## config.mk

```make
export PLATFORM = sky130hd
export DESIGN_NAME = cd_disc_id_unit
export DESIGN_NICKNAME = d
export VERILOG_FILES = /design/src/hdl/cdid_pkg.sv /design/src/hdl/cd_disc_id_unit.sv
export SDC_FILE = /design/constraint.sdc
export NUM_CORES = 1
export LEC_CHECK = 0
export ABC_AREA = 1
export BUFFER_PORTS_ARGS = -buffer_cell sky130_fd_sc_hd__buf_4
export CORE_MARGIN = 1.5
export CORE_UTILIZATION = 30
export CTS_CLUSTER_SIZE = 16
export DETAILED_ROUTE_END_ITERATION = 12
export PLACE_DENSITY_LB_ADDON = 0.25
export SETUP_SLACK_MARGIN = 0.5
export SYNTH_ARGS = -nofsm -noshare
export SYNTH_HDL_FRONTEND = slang
export SYNTH_SLANG_ARGS = --single-unit
```

## constraint.sdc

```tcl
create_clock -name i_clk -period 9.71 [get_ports i_clk]
set_input_delay 2.4275 -clock i_clk [delete_from_list [all_inputs] [get_ports i_clk]]
set_output_delay 2.4275 -clock i_clk [all_outputs]
set_load 0.005 [all_outputs]
```

## src/hdl/cdid_pkg.sv

```systemverilog
package cdid_pkg;

    localparam int START_W  = 20;
    localparam int LENGTH_W = 16;
    localparam int ID_W     = 32;
    localparam int QUOT_W   = 14;
    localparam int DSUM_W   = 6;
    localparam int SUM_W    = 8;
    localparam int TOTAL_W  = 24;
    localparam int COUNT_W  = 8;

    localparam int MAX_TRACKS_DEF = 99;

    localparam int FRAMES_PER_SEC = 75;
    localparam int SUM_MOD        = 255;

    // Reciprocal constants for exact division by multiplication and shift.
    localparam int SHIFT_75    = 26;
    localparam int RECIP_75    = ((2 ** SHIFT_75) + FRAMES_PER_SEC - 1) / FRAMES_PER_SEC;
    localparam int SHIFT_10    = 17;
    localparam int RECIP_10    = ((2 ** SHIFT_10) + 9) / 10;
    localparam int SHIFT_100   = 20;
    localparam int RECIP_100   = ((2 ** SHIFT_100) + 99) / 100;
    localparam int SHIFT_1000  = 24;
    localparam int RECIP_1000  = ((2 ** SHIFT_1000) + 999) / 1000;
    localparam int SHIFT_10000 = 27;
    localparam int RECIP_10000 = ((2 ** SHIFT_10000) + 9999) / 10000;

endpackage

```

## src/hdl/cd_disc_id_unit.sv

```systemverilog
// A result item for the last track passes through the quotient and digit sum registers into the result register.
// Throughput: one item per cycle; the three register stages (quotient, digit sum,
// accumulate and result) advance together and hold while a waiting result is stalled.
// Reset: synchronous and active low; it empties the pipeline and clears the digit sum,
// length total and track count.
module cd_disc_id_unit
    import cdid_pkg::*;
#(
    parameter int MAX_TRACKS = MAX_TRACKS_DEF
) (
    input  logic                i_clk,
    input  logic                i_rst_n,
    input  logic                i_valid,
    output logic                o_stall,
    input  logic [START_W-1:0]  i_start_frame,
    input  logic [LENGTH_W-1:0] i_track_length,
    input  logic                i_last_track,
    output logic                o_valid,
    input  logic                i_stall,
    output logic [ID_W-1:0]     o_disc_id
);

    localparam int QPROD_W = START_W + START_W;
    localparam int DPROD_W = 2 * QUOT_W;

    logic                 w_advance;

    logic [QPROD_W-1:0]   w_q_prod;
    logic                 r1_valid;
    logic [QUOT_W-1:0]    r1_quot;
    logic [LENGTH_W-1:0]  r1_length;
    logic                 r1_last;

    logic [DPROD_W-1:0]   w_p10;
    logic [DPROD_W-1:0]   w_p100;
    logic [DPROD_W-1:0]   w_p1000;
    logic [DPROD_W-1:0]   w_p10000;
    logic [QUOT_W:0]      w_div_sum;
    logic [QUOT_W+3:0]    w_nines;
    logic [QUOT_W+3:0]    w_dsum;
    logic                 r2_valid;
    logic [DSUM_W-1:0]    r2_dsum;
    logic [LENGTH_W-1:0]  r2_length;
    logic                 r2_last;

    logic [SUM_W-1:0]     r_sum_total;
    logic [TOTAL_W-1:0]   r_len_total;
    logic [COUNT_W-1:0]   r_count;
    logic [SUM_W:0]       w_sum_raw;
    logic [SUM_W-1:0]     n_sum_total;
    logic [TOTAL_W-1:0]   n_len_total;
    logic [COUNT_W-1:0]   n_count;
    logic                 r_out_valid;
    logic [ID_W-1:0]      r_out_id;
    logic [ID_W-1:0]      n_out_id;

    assign w_advance = !(r_out_valid && i_stall);
    assign o_stall   = !w_advance;
    assign o_valid   = r_out_valid;
    assign o_disc_id = r_out_id;

    // Seconds from frames by a reciprocal multiply.
    assign w_q_prod = QPROD_W'(i_start_frame) * QPROD_W'(RECIP_75);

    // The decimal digit sum of q equals q minus nine times the sum of q / 10^k.
    assign w_p10    = DPROD_W'(r1_quot) * DPROD_W'(RECIP_10);
    assign w_p100   = DPROD_W'(r1_quot) * DPROD_W'(RECIP_100);
    assign w_p1000  = DPROD_W'(r1_quot) * DPROD_W'(RECIP_1000);
    assign w_p10000 = DPROD_W'(r1_quot) * DPROD_W'(RECIP_10000);

    always_comb begin
        w_div_sum = (QUOT_W+1)'(w_p10 >> SHIFT_10)
                  + (QUOT_W+1)'(w_p100 >> SHIFT_100)
                  + (QUOT_W+1)'(w_p1000 >> SHIFT_1000)
                  + (QUOT_W+1)'(w_p10000 >> SHIFT_10000);
        w_nines   = ((QUOT_W+4)'(w_div_sum) << 3) + (QUOT_W+4)'(w_div_sum);
        w_dsum    = (QUOT_W+4)'(r1_quot) - w_nines;
    end

    always_comb begin
        n_sum_total = r_sum_total;
        n_len_total = r_len_total;
        n_count     = r_count;
        w_sum_raw   = {1'b0, r_sum_total} + (SUM_W+1)'(r2_dsum);
        if (r_count < COUNT_W'(MAX_TRACKS)) begin
            if (w_sum_raw >= (SUM_W+1)'(SUM_MOD)) begin
                n_sum_total = SUM_W'(w_sum_raw - (SUM_W+1)'(SUM_MOD));
            end else begin
                n_sum_total = SUM_W'(w_sum_raw);
            end
            n_len_total = r_len_total + TOTAL_W'(r2_length);
            n_count     = r_count + COUNT_W'(1);
        end
        n_out_id = (ID_W'(n_sum_total) << 24) | (ID_W'(n_len_total) << 8)
                 | ID_W'(n_count);
    end

    always_ff @(posedge i_clk) begin
        if (!i_rst_n) begin
            r1_valid    <= 1'b0;
            r2_valid    <= 1'b0;
            r_out_valid <= 1'b0;
            r_sum_total <= '0;
            r_len_total <= '0;
            r_count     <= '0;
        end else if (w_advance) begin
            r1_valid    <= i_valid;
            r2_valid    <= r1_valid;
            r_out_valid <= r2_valid && r2_last;
            if (r2_valid) begin
                if (r2_last) begin
                    r_sum_total <= '0;
                    r_len_total <= '0;
                    r_count     <= '0;
                end else begin
                    r_sum_total <= n_sum_total;
                    r_len_total <= n_len_total;
                    r_count     <= n_count;
                end
            end
        end
    end

    always_ff @(posedge i_clk) begin
        if (w_advance) begin
            r1_quot   <= w_q_prod[SHIFT_75 +: QUOT_W];
            r1_length <= i_track_length;
            r1_last   <= i_last_track;
            r2_dsum   <= w_dsum[DSUM_W-1:0];
            r2_length <= r1_length;
            r2_last   <= r1_last;
            r_out_id  <= n_out_id;
        end
    end

endmodule
```

==> run_results.csv <==
group,metric,value,unit
global_routing,busiest_layer,"met2",
place,place_congestion,0.9173,
layout,fin_util,33.68,%
global_routing,met2_usage,25.31,%
synthesis,synthFlopType,"edfxtp_1",
clock_network,insertion_delay,0.43,ns
global_routing,use_met1,21.59,%
global_routing,grt_pass1_vias,17200,
die,coreArea,76200,µm²
setup_path,cp.arrival,8.84,ns
synthesis,synth_area,23170,µm²
synthesis,yosysWarnings,0,
synthesis,ys_ff_latch,129,
sta,fin_worst_skew,0.01134,ns
global_routing,met3_usage,1.114,%
sta,setup_viol,0,
global_routing,antenna_found_initial,0,
layout,layout_commonest_cell,"inv_1",
setup_path,critPathSlowestCell,"edfxtp_1",
sta,fmax,115.4,MHz
layout,drive_above_1_share,5.851,%
sta,finalSetupTns,0,ns
sta,worst_slew_margin_rel,47.98,%
clock_network,cts_inserted_buffers,17,
setup_path,worstPathMaxFanout,11,
die,row_count,101,
global_routing,grt_pass1_wl,93170,µm
sta,tightestPinTransition,0.7802,ns
route,viasPerCell,4.474,
run_status,outcome,"finished clean",
layout,area_growth,10.77,%
setup_path,required,9.89,ns
sta,fin_hold_ws,0.4141,ns
route,antenna_left,0,
synthesis,yosysTopAreaCell,"fa_1",
clock_network,cts.sinks,129,
place,place_hpwl,49630,µm
setup_path,cp-end-kind,"flip-flop",
place,placed_cells,3645,
place,port-buffer-count,74,
setup_path,critPathLaunchType,"flip-flop",
setup_path,cpMostUsedCell,"inv_1",
sta,slew_viol_final,0,
worst_hold_path,hold_class,"flip-flop to flip-flop",
global_routing,globalRouteOverflowTotal,0,
synthesis,async_flop_share,0,%
route,wl_per_cell,15.53,µm
die,start_util,30.41,%
clock_network,cts-root-buf,"clkbuf_16",
route,wl,57120,µm
die,io_pins,75,
sta,fin_crit_sh,89.23,%
clock_network,clk_pin_slew_worst_paths,0.06,ns
synthesis,synth_top_area_share,27.82,%
die,die_w,280.9,µm
synthesis,synthCells,2548,
layout,antennaDiodeCount,0,
synthesis,syn-num-nets,3386,
clock_network,cts_tree,"built",
setup_path,max_stage_delay,0.81,ns
clock_network,cts_resized,0,
sta,hold_violations,0,
route,drt-pass1-iter-count,5,
die,dieArea,78920,µm²
global_routing,grt_max_degree,49,
route,route.detailed.drc,0,
synthesis,synth_area_leaders,"fa_1 28%, ha_1 26%, edfxtp_1 11%",
layout,instances_no_fill,3679,
job,drv_cap,0,
route,drt-initial-drc-count,798,
layout,nNetsFinal,3474,
clock_network,clock_path_buffers,2,
synthesis,synth_edf_count,86,
clock_network,cts_htree_levels,4,
sta,rsz0062_at_grt,"false",
synthesis,synth_cell_types,52,
route,vias,16460,
global_routing,grt_usage,15.07,%
setup_path,critPathKind,"flip-flop to flip-flop",
sta,fin_crit,8.664,ns
die,fp.dieH,280.9,µm
layout,mostFrequentLayoutCells,"672 x inv_1, 475 x ha_1, 322 x fa_1",
synthesis,syn_avg_cell_area,9.095,µm²
synthesis,yosysSeqAreaShare,14.86,%
-- cell usage after synthesis (all sizes together), types with 4 or more instances --
cell type	n
inv	674
ha	475
nand2	328
fa	322
a21oi	170
nor2	88
edfxtp	86
o21ai	72
nand3	66
xor2	48
dfxtp	43
xnor2	29
nand4	24
or2	19
nor3	15
clkbuf	14
o211ai	11
a21o	9
o21a	7
nor4	6
o21bai	6
a22o	4
a31oi	4
buf	4
-- metrics by stage --
step                setup slack, ns  instance area, µm²
floorplan                     1.928               23170
global placement             0.9472               25040
detailed placement           0.9181               25040
CTS                          0.8695               25650
global route                 0.5640               25670
finish                        1.046               25670
-- layout make-up --
class | count | area, µm²
fillers | 7923 | 50530
multi-input cells | 1727 | 17140
flip-flops and latches | 129 | 3443
inverters | 674 | 2530
well taps | 1030 | 1289
repair buffers | 87 | 653.1
clock buffers | 18 | 429.2
clock inverters | 14 | 187.7
-- registers in the layout, summed over array words and instances (netlist names), 6 cells and up --
name         flops
o_disc_id       32
r1_length       16
r1_quot         14
r2_dsum          6
r2_length       16
r_count          8
r_len_total     24
r_sum_total      8
-- repair_timing --
item,CTS,global route
hold buffers,0,0
setup endpoints to repair,0,1
setup buffers,0,2
-- worst max-delay path: cells and delay by family (launching register included) --
family	cells	cell delay, ns
buffers and inverters	10	0.80
XOR/XNOR	2	0.28
AND/OR/NAND/NOR	13	1.81
AO/OA/AOI/OAI	3	0.64
flip-flops	1	0.81
adder cells (fa/ha/maj)	10	4.06
-- cells by family (layout without fill, tap and decap cells) --
family,count (synthesis),count (layout),synth area share [%]
adder cells (fa/ha/maj),797,797,53.46
flip-flops,129,129,14.86
AND/OR/NAND/NOR,550,550,10.23
AO/OA/AOI/OAI,303,303,7.273
XOR/XNOR,77,77,2.943
buffers and inverters,692,793,11.24
-- final timing paths --
kind                startpoint            to  slack, ns  cells after the start
setup / recovery    r1_quot[8]    r2_dsum[5]       1.05                     38
hold / removal    r1_length[8]  r2_length[8]       0.41                      0
setup reg to reg    r1_quot[8]    r2_dsum[5]       1.05                     38
hold reg to reg   r1_length[8]  r2_length[8]       0.41                      0
-- layer usage --
metal  wire (µm)  vias up
met5           0        -
met1       28560     7981
met4         467        0
met2       27060      204
li1            -     8251
met3        1037       25
Power is not shown: default switching activity piles up to over one toggle a cycle in this logic, so the estimate is an artifact.
